$ cat src/hdl/rot_pkg.sv
// Shared types and constants for the resource ownership table.
package rot_pkg;

    localparam int ROT_ENTRIES   = 256;
    localparam int ROT_KIND_BITS = 4;
    localparam int ROT_KEY_BITS  = 32;
    localparam int ROT_NUM_BITS  = 32;
    localparam int ROT_CNT_BITS  = 32;

    typedef enum logic [1:0] {
        OP_REGISTER   = 2'd0,
        OP_TRANSFER   = 2'd1,
        OP_UNREGISTER = 2'd2,
        OP_VERIFY     = 2'd3
    } rot_op_t;

    typedef enum logic [1:0] {
        ST_OK       = 2'd0,
        ST_DISABLED = 2'd1,
        ST_FULL     = 2'd2,
        ST_MISSING  = 2'd3
    } rot_status_t;

    typedef enum logic [1:0] {
        FSM_IDLE,
        FSM_SCAN,
        FSM_DONE
    } rot_fsm_t;

    typedef struct packed {
        rot_op_t                    opcode;
        logic [ROT_KEY_BITS-1:0]    resource_key;
        logic [ROT_KIND_BITS-1:0]   owner_kind;
        logic [ROT_NUM_BITS-1:0]    owner_number;
    } rot_in_t;

    typedef struct packed {
        rot_status_t                status;
        logic                       owner_match;
        logic [ROT_CNT_BITS-1:0]    violations;
    } rot_out_t;

    // A request travelling down the row of slots.
    typedef struct packed {
        logic                       active;
        logic                       done;
        logic                       match;
        rot_op_t                    op;
        logic [ROT_KEY_BITS-1:0]    key;
        logic [ROT_KIND_BITS-1:0]   kind;
        logic [ROT_NUM_BITS-1:0]    number;
    } rot_token_t;

endpackage

$ cat src/hdl/rot_cell.sv
// One table slot: holds an entry and acts on the request passing through it.
module rot_cell (
    input  logic               aclk,
    input  logic               aresetn,
    input  rot_pkg::rot_token_t tok_in,
    output rot_pkg::rot_token_t tok_out
);
    import rot_pkg::*;

    logic                     valid_reg, valid_next;
    logic [ROT_KEY_BITS-1:0]  key_reg, key_next;
    logic [ROT_KIND_BITS-1:0] kind_reg, kind_next;
    logic [ROT_NUM_BITS-1:0]  number_reg, number_next;
    rot_token_t               tok_reg, tok_next;
    logic                     hit;

    always_comb begin
        valid_next  = valid_reg;
        key_next    = key_reg;
        kind_next   = kind_reg;
        number_next = number_reg;
        tok_next    = tok_in;
        hit         = 1'b0;

        if (tok_in.active && !tok_in.done) begin
            if (tok_in.op == OP_REGISTER) begin
                hit = !valid_reg;
            end else begin
                hit = valid_reg && (key_reg == tok_in.key);
            end
        end

        if (hit) begin
            tok_next.done = 1'b1;
            case (tok_in.op)
                OP_REGISTER: begin
                    valid_next  = 1'b1;
                    key_next    = tok_in.key;
                    kind_next   = tok_in.kind;
                    number_next = tok_in.number;
                end
                OP_TRANSFER: begin
                    kind_next   = tok_in.kind;
                    number_next = tok_in.number;
                end
                OP_UNREGISTER: begin
                    valid_next = 1'b0;
                end
                OP_VERIFY: begin
                    tok_next.match = (kind_reg == tok_in.kind) &&
                                     (number_reg == tok_in.number);
                end
                default: begin
                    tok_next.done = 1'b0;
                end
            endcase
        end
    end

    always_ff @(posedge aclk) begin
        if (!aresetn) begin
            valid_reg <= 1'b0;
            tok_reg   <= '0;
        end else begin
            valid_reg <= valid_next;
            tok_reg   <= tok_next;
        end
    end

    always_ff @(posedge aclk) begin
        key_reg    <= key_next;
        kind_reg   <= kind_next;
        number_reg <= number_next;
    end

    assign tok_out = tok_reg;

endmodule

$ cat config.mk
export PLATFORM = sky130hd
export DESIGN_NAME = rot_cell
export DESIGN_NICKNAME = d
export VERILOG_FILES = /design/src/hdl/rot_pkg.sv /design/src/hdl/rot_cell.sv
export SDC_FILE = /design/constraint.sdc
export NUM_CORES = 1
export LEC_CHECK = 0
export BUFFER_PORTS_ARGS = -buffer_cell sky130_fd_sc_hd__buf_4
export CAP_MARGIN = 20
export CORE_AREA = 2 2 122 124
export CTS_CLUSTER_DIAMETER = 80
export DETAILED_ROUTE_END_ITERATION = 7
export DIE_AREA = 0 0 124 126
export GPL_TIMING_DRIVEN = 0
export HOLD_SLACK_MARGIN = 0.03
export PLACE_DENSITY_LB_ADDON = 0.25
export SLEW_MARGIN = 0
export SYNTH_ARGS = -nofsm -noshare
export SYNTH_HDL_FRONTEND = slang
export SYNTH_SLANG_ARGS = --single-unit
export TNS_END_PERCENT = 30
$ cat constraint.sdc
create_clock -name aclk -period 12.1 [get_ports aclk]
set_input_delay 1.21 -clock aclk [delete_from_list [all_inputs] [get_ports aclk]]
set_output_delay 1.21 -clock aclk [all_outputs]
set_load 0.01 [all_outputs]
# After elaboration in Yosys (flattened, before gate mapping)
# Cells that the tools add are included.
[op_classes]
n_eq_ne = 6
mux = 5
reduce_logical = 11
[op_table]
columns = ["cell", "count"]
rows = [
  ["32-bit == test", 2],
  ["2-bit AND reduction", 3],
  ["2-bit == test (second input constant)", 2],
  ["4-bit == test", 1],
  ["1-bit logical AND", 3],
  ["1-bit two-way mux", 3],
  ["2-bit by 1-bit == test with 1-bit output (second input constant)", 1],
  ["1-bit zero test", 2],
  ["2-bit zero test", 1],
  ["2-bit two-way mux", 1],
  ["1-bit one-hot mux with 2 select lines", 1],
  ["2-bit nonzero test", 1],
  ["2-bit OR reduction", 1],
]
[word_totals]
register_bits = 142
input_bits = 75
output_inout_bits = 73
elab_cells = 33

# Logic depth before layout (Yosys ltp)
# Gate-level depths: netlist of the first run.
[logic_depth]
word_depth = 5
mapped_depth = 5
depth_no_buf = 5

# Worst setup path after synthesis of the first run
# OpenSTA, ideal clock, no wires.
[synth_path]
path_type = "input to register"
startpoint = "input port tok_in[58] in the netlist's numbering"
endpoint = "register kind_reg[0] (enable)"
setup_time_ns = 0.484
arrival_ns = 5.018
required_ns = 11.616
setup_slack_ns = 6.598
stages = 5
path_buffers = 0
cell_sequence = "xor2_1 or4_1 nor4_1 nand4_1 a211oi_1"
[synth_between]
elab_chain_len = 5
[synth_lines]
columns = ["item", "line", "rtl"]
rows = [
  ["start: declaration", "rot_cell.sv:5", "input rot_pkg::rot_token_t tok_in,"],
  ["32-bit == test", "rot_cell.sv:29", "hit = valid_reg && (key_reg == tok_in.key);"],
  ["1-bit logical AND", "rot_cell.sv:29", ""],
  ["1-bit two-way mux", "rot_cell.sv:26", "if (tok_in.op == OP_REGISTER) begin"],
  ["1-bit two-way mux", "rot_cell.sv:25", "if (tok_in.active && !tok_in.done) begin"],
  ["2-bit AND reduction (no line)", "n/a", ""],
  ["end signal: assignment", "rot_cell.sv:72", "kind_reg <= kind_next;"],
  ["end: declaration", "rot_cell.sv:12", "logic [ROT_KIND_BITS-1:0] kind_reg, kind_next;"],
]
# No other way between the ends.
# A chain may end at the register's enable or synchronous reset.

# Worst setup path in the final report of the first run
[layout_path]
startpoint = "input port tok_in[58] in the netlist's numbering"
endpoint = "register kind_reg[3] (enable)"
# The elaborated chain is that of the path after synthesis.

==> qor.yml, run 1 <==
n_antenna_cell: 0
power_leakage_nw: 2.73
grt.overflow.total: 0
ios: 148
peakVddDrop_mv: 0.102
rsz_0062_raised_after_global_routing: "false"
std_cell_rows: 44
netSwitchingPower_w: 0.000242
cts-buffers-inserted: 17
status: "completed"
grt_pass1_vias: 3209
period_minus_slack_ps: 3470
final_core_util_pct: 48.3
route.final.wire_length_microns: 11000
category_of_the_worst_setup_path_launch_point: "primary input"
hold_viol_final: 0
route.antenna.remaining_nets: 0
layout-area-overhead-vs-synth_pct: 40.9
setup.worst_path.start: "tok_in[58]"
detail_route.wl_per_cell_microns: 15.6
floorplan.die.height_microns: 126
design.die.area_sq_um: 15600
maxSlewHeadroom_pct: 61.9
critical_path.reg2reg.startpoint: "key_reg[22]"
grt_pass1_wl_microns: 17000
number_of_flip_flops_under_the_largest_register_name: 73
setup_tns_ps: 0
start_util_pct: 34.3
synthDistinctLibCells: 25
setup_violations: 0
max_freq_mhz: 288
design_power_total_w: 0.00114
detail_route.first_pass.iterations: 4
tritoncts: "done"
yosys.area.top_type: "edfxtp_1"
place.detailed.instances: 675
timing_worst_slew_pin_value_ps: 569
clkSlewWorstSetupHoldPaths_ps: 60
timing_worst_setup_path_type: "primary input to register"
pin_count_of_the_biggest_net_entering_global_routing: 17
drt-vias-per-instance: 4.45
drive_above_1_share_pct: 35.4
p_comb_share_pct: 8.2
drv_slew: 0
syn_nets: 415
switching_share_pct: 21.3
worst_hold_path_type: "register to register"
cp-end-kind: "register"
floorplan.die.width_microns: 124
max-clock-path-buffers: 2
cts_max_level: 4
p_int_w: 0.000898
total_nets_final: 585
fin_hold_ws_ps: 597
place.detailed.hpwl_microns: 8250
flip_flop_and_latch_count_after_synthesis: 142
top_area_cell_type_share_of_the_netlist_area_pct: 41.6
clockPowerShare_pct: 45.3
max_cap_viol_count: 0
final.period_utilization_pct: 28.7
ctsResizeCount: 0
post_cts_hold_buffer_count: 0
worst_endpoint_required_time_ps: 12210
critical_path_peak_fanout: 16
synth_area_sq_um: 4910
synth-seq-area-share_pct: 71.7
post_syn_area_per_cell_sq_um: 14.4
post_cts.repair.setup_buffers: 0
coreArea_sq_um: 14300
clock_sinks: 142
final_cell_count_no_fill: 707
port_buffers: 146
buffer_cell_driving_the_clock_tree_root: "clkbuf_16"
vias: 3147
ratio_of_total_power_to_cell_area_nw_per_um2: 165
timing.clock.skew_ps: 7.35
arrival_ps: 3580
place_congestion: 0.740
yosys_warnings: 0
drc: 0
p_seq_share_pct: 46.6
postSynthCellCount: 340
synth.area.top_cells: "edfxtp_1 (42%), dfxtp_1 (30%), xnor2_1 (9.3%)"
final_cell_mix: "buf_4 (146), dfxtp_1 (74), and2_1 (70), edfxtp_1 (68), xnor2_1 (52)"
clk_latency_ps: 410
hp-start: "valid_reg"
grt_util_all_layers_pct: 14.8
antenna_found_initial: 0
drtIter0Drc: 155
final_common_cell: "buf_4"
[cell families (layout without fill, tap and decap cells)]
family,Yosys count,after routing,synth area share (%)
AO/OA/AOI/OAI,3,3,0.561
buffers and inverters,10,193,0.764
flip-flops,142,142,71.7
multiplexers,1,1,0.204
XOR/XNOR,68,68,12.1
AND/OR/NAND/NOR,116,116,14.6
[synthesized netlist by cell type]
| cell | n |
|---|---|
| nand4_1 | 17 |
| or3_1 | 1 |
| xor2_1 | 16 |
| clkbuf_1 | 8 |
| and3_1 | 1 |
| nand2_1 | 5 |
| a221oi_1 | 1 |
| xnor2_1 | 52 |
| a211oi_1 | 1 |
| and4_1 | 1 |
| nand3_1 | 2 |
| nor4_1 | 9 |
| and2_1 | 70 |
| edfxtp_1 | 68 |
| nand4b_1 | 1 |
| inv_1 | 2 |
| nor2_1 | 3 |
| mux2i_1 | 1 |
| and2_2 | 1 |
| o221a_2 | 1 |
| nor3_1 | 1 |
| or4_1 | 2 |
| nor3b_1 | 1 |
| dfxtp_1 | 74 |
| or4bb_1 | 1 |
[path summary, 6_finish.rpt]
path	end	slack, ps	cells after the start
worst max-delay path	kind_reg[3]	8630	7
worst min-delay path	valid_reg	600	1
worst max register to register	kind_reg[3]	9180	6
worst min register to register	valid_reg	600	1
[cell type report]
class | instances | area (sq um)
fillers | 1324 | 7390
flip-flops and latches | 142 | 3520
multi-input cells | 188 | 1370
repair buffers | 151 | 1160
clock buffers | 24 | 524
well taps | 184 | 230
clock inverters | 8 | 76.3
plain buffers | 8 | 30.0
inverters | 2 | 7.51
[power by group through the flow]
stage	registers [W]	clock network [W]	logic, W
floorplan	0.000548	0	0.0000304
global placement	0.000541	0	0.0000918
detailed placement	0.000541	0	0.0000951
CTS	0.000531	0.000528	0.0000957
global route	0.000533	0.000546	0.000103
finish	0.000531	0.000516	0.0000934
[critical path, stage by stage]
cell	delay, ps
buf_4	130
xor2_1	170
or4_1	550
nor4_1	360
nand4_1	320
a211oi_4	590
buf_8	240
[layer usage]
metal  vias to the layer above  track usage, %  wire, microns
met4                         0            4.96            108
met1                      1518            17.4           4660
met5                         -               0              0
li1                       1515               -              -
met3                         7            6.79            893
met2                       107            23.9           5360
[through the flow]
step	area (sq um)	setup slack [ps]
final	6920	8630
after global routing	6920	8580
after CTS	6920	8620
after detailed placement	6320	8200
after global placement	6240	4840
after floorplan	4910	6600
(Power assumes the default switching activity.)
==> run 2: changes to the inputs <==
--- a/config.mk
+++ b/config.mk
@@ -5,12 +5,13 @@
 export SDC_FILE = /design/constraint.sdc
 export NUM_CORES = 1
 export LEC_CHECK = 0
+export ABC_AREA = 1
 export BUFFER_PORTS_ARGS = -buffer_cell sky130_fd_sc_hd__buf_4
 export CAP_MARGIN = 20
-export CORE_AREA = 2 2 122 124
+export CORE_AREA = 2 2 129 131
 export CTS_CLUSTER_DIAMETER = 80
 export DETAILED_ROUTE_END_ITERATION = 7
-export DIE_AREA = 0 0 124 126
+export DIE_AREA = 0 0 131 133
 export GPL_TIMING_DRIVEN = 0
 export HOLD_SLACK_MARGIN = 0.03
 export PLACE_DENSITY_LB_ADDON = 0.25
==> constraint.sdc (replaced) <==
create_clock -name aclk -period 2.8 [get_ports aclk]
set_input_delay 0.28 -clock aclk [delete_from_list [all_inputs] [get_ports aclk]]
set_output_delay 0.28 -clock aclk [all_outputs]
set_load 0.01 [all_outputs]
==> run 2 against run 1 <==
  * Total power rose to 4.4 times the previous value
  * Cell count rose by 42%
  * Critical path type is now register to register
  * Critical endpoint is now number_reg[9]
  * Highest routed layer unchanged
  * Via count rose by 30%
  * Final area rose by 9.5%
  * Die area rose by 12%
==> qor.yml, run 2 <==
place.detailed.hpwl_microns: 9100  # +10%
floorplan.die.width_microns: 131  # +5.6%
floorplan.die.height_microns: 133  # +5.6%
timing_worst_slew_pin_value_ps: 720  # +151 ps
rsz_0062_raised_after_global_routing: "false"
top_area_cell_type_share_of_the_netlist_area_pct: 36.9  # -4.7 points
final_cell_mix: "nand2_1 (181), buf_4 (146), inv_1 (139), dfxtp_1 (74), edfxtp_1 (68)"
stdcell_area_sq_um: 7580  # +9.5%
clkSlewWorstSetupHoldPaths_ps: 60  # about the same
dp_worst_setup_slack_ps: 414  # -7790 ps
final_common_cell: "nand2_1"
synthDistinctLibCells: 26  # +4.0%
p_seq_share_pct: 45.2  # -1.4 points
final_cell_count_no_fill: 1006  # +42%
critical_path.reg2reg.startpoint: "key_reg[18]"
fin_hold_ws_ps: 59.2  # -538 ps
route.final.wire_length_microns: 12200  # +11%
synth_area_sq_um: 5540  # +13%
port_buffers: 146  # unchanged
grt_util_all_layers_pct: 14.8  # -0.029 points
timing_worst_setup_path_type: "register to register"
place_congestion: 0.825  # +11%
hold_viol_final: 0  # unchanged
drtIter0Drc: 226  # +46%
synth_flop_cell: "dfxtp_1"
start_util_pct: 34.2  # -0.066 points
hp-start: "tok_in[35]"
worst_hold_path_type: "primary input to register"
proportion_of_synthesized_flip_flops_having_asynchronous_set_or_reset_pct: 0  # unchanged
max_freq_mhz: 442
detail_route.wl_per_cell_microns: 12.2  # -22%
cts-buffers-inserted: 17  # unchanged
syn_nets: 681  # +64%
n_antenna_cell: 0  # unchanged
drc: 0  # unchanged
peakVddDrop_mv: 0.375  # +270%
detail_route.first_pass.iterations: 4  # unchanged
ios: 148  # unchanged
worst_endpoint_required_time_ps: 2930  # -9280 ps
antenna_found_initial: 0  # unchanged
p_comb_share_pct: 8.4  # +0.2 points
buffer_cell_driving_the_clock_tree_root: "clkbuf_16"
switching_share_pct: 22.6  # +1.4 points
fillerInstances: 1561  # +18%
postSynthCellCount: 606  # +78%
final.period_utilization_pct: 80.8
post_cts_hold_buffer_count: 0  # unchanged
post_cts.repair.setup_buffers: 0  # unchanged
yosys_warnings: 0  # unchanged
vias: 4096  # +30%
synthMostInstantiatedCell: "nand2_1"
design.die.area_sq_um: 17400  # +12%
drt-vias-per-instance: 4.07  # -8.5%
coreArea_sq_um: 16200  # +13%
layout-area-overhead-vs-synth_pct: 36.9
clock_sinks: 142  # unchanged
ratio_of_total_power_to_cell_area_nw_per_um2: 663  # +300%
max-clock-path-buffers: 2  # unchanged
yosys.area.top_type: "edfxtp_1"
route.top_layer_used: "met4"
cp-end-kind: "register"
clockPowerShare_pct: 46.4  # +1.1 points
cts_max_level: 4  # unchanged
status: "completed"
flip_flop_and_latch_count_after_synthesis: 142  # unchanged
pin_count_of_the_biggest_net_entering_global_routing: 21  # +4
category_of_the_worst_setup_path_launch_point: "register"
tritoncts: "done"
wl_met2_microns: 5740  # +7.0%
critical_path_peak_fanout: 20  # +4
p_int_w: 0.00388  # +330%
netlist_top_cells_count: "nand2_1 (181), inv_1 (139), dfxtp_1 (74)"
maxSlewHeadroom_pct: 52.0  # -9.9 points
clk_latency_ps: 420  # about the same
grt_pass1_vias: 3973  # +24%
ctsResizeCount: 0  # unchanged
grt.overflow.total: 0  # unchanged
grt_pass1_wl_microns: 19600  # +15%
synth-seq-area-share_pct: 63.6  # -8.1 points
setup_violations: 0  # unchanged
max_cap_viol_count: 0  # unchanged
multiInputGateArea_sq_um: 1440  # +5.0%
netSwitchingPower_w: 0.00114  # +370%
drive_above_1_share_pct: 24.7  # -11 points
timing.final.ws_setup_ps: 539  # -8090 ps
setup.reg_to_reg.worst_slack_ps: 540  # -8640 ps
route.antenna.remaining_nets: 0  # unchanged
r2r_cells: 10  # +4
post_syn_area_per_cell_sq_um: 9.14  # -37%
arrival_ps: 2390  # -1190 ps
std_cell_rows: 47  # +6.8%
number_of_flops_mapped_to_enable_cells_by_yosys: 68  # unchanged
total_nets_final: 848  # +45%
power_leakage_nw: 3.89  # +43%
placed_instance_area_sq_um: 6970  # +10%
timing.clock.skew_ps: 6.81  # -0.539 ps
min_to: "kind_reg[3]"
routed-wl-met3_microns: 845  # -5.4%
total_area_of_sequential_cells_sq_um: 3520  # unchanged
period_minus_slack_ps: 2260
hold_depth: 1  # unchanged
synth.area.top_cells: "edfxtp_1 (37%), dfxtp_1 (27%), nand2_1 (12%)"
number_of_flip_flops_under_the_largest_register_name: 73  # unchanged
m1WireLength_microns: 5470  # +18%
place.detailed.instances: 974  # +44%
setup_tns_ps: 0  # unchanged
drv_slew: 0  # unchanged
regToRegEndpoint: "number_reg[9]"
[run 2: changes by cell type after synthesis, moves of 4 or more]
cell	previous run	this run
nand3_1	2	13
nand4_1	17	11
nor2_1	3	45
nor4_1	9	0
inv_2	0	7
and2_1	70	0
inv_1	2	139
xnor2_1	52	26
a21oi_1	0	5
xor2_1	16	6
o21ai_0	0	4
nand2_1	5	181
[run 2: layout make-up]
type | count | share of cell area [%]
Buffer | 8 | 0.495
Clock buffer | 20 | 5.89
Clock inverter | 12 | 2.11
Inverter | 146 | 7.23
Multi-Input combinational cell | 310 | 19.0
Sequential cell | 142 | 46.5
Tap cell | 220 | 3.63
Timing Repair Buffer | 148 | 15.2
[run 2: cells by family (layout without fill, tap and decap cells)]
logic type | count (synthesis) | after routing | synth area share [%]
AND/OR/NAND/NOR | 265 | 265 | 19.5
buffers and inverters | 154 | 334 | 10.6
flip-flops | 142 | 142 | 63.6
XOR/XNOR | 32 | 32 | 5.06
AO/OA/AOI/OAI | 13 | 13 | 1.27
[run 2: worst max-delay path by stage]
stage	startpoint	endpoint	slack (ps)	cells past startpoint
2_1_floorplan	key_reg[18]	kind_reg[0]	460	9
3_3_place_gp	tok_in[42]	number_reg[3]	-300	10
3_5_place_dp	tok_in[42]	number_reg[12]	410	11
4_1_cts	key_reg[6]	number_reg[8]	460	10
5_1_grt	key_reg[6]	number_reg[4]	240	10
6_report	key_reg[18]	number_reg[9]	540	10
[run 2: stage by stage]
| stage | power (W) | util, % |
|---|---|---|
| 2_1_floorplan | 0.00249 | - |
| 3_3_place_gp | 0.00273 | 42.7 |
| 3_5_place_dp | 0.00274 | 43.1 |
| 4_1_cts | 0.00509 | 46.9 |
| 5_1_grt | 0.00524 | 46.9 |
| 6_report | 0.00502 | 46.9 |
[run 2: worst max-delay path: stages, from the launching register on]
cell,delay (ps)
edfxtp_1,380
xnor2_1,230
nand2_1,90
nor2_1,180
nand2_1,70
nor2_1,100
nand2_1,70
nand2_1,60
nand2_1,90
nor2_4,460
buf_16,230
[run 2: layer usage]
layer,up-vias,global-route usage [%]
li1,2142,-
met1,1814,18.8
met2,129,23.3
met3,11,4.00
met4,0,6.62
met5,-,0
[run 2: power groups by stage]
| stage | clock (W) | sequential (W) | combinational (W) |
|---|---|---|---|
| 3_5_place_dp | 0 | 0.00231 | 0.000430 |
| 6_report | 0.00233 | 0.00227 | 0.000422 |
| 4_1_cts | 0.00239 | 0.00227 | 0.000431 |
| 5_1_grt | 0.00249 | 0.00227 | 0.000475 |
| 2_1_floorplan | 0 | 0.00234 | 0.000145 |
| 3_3_place_gp | 0 | 0.00231 | 0.000419 |
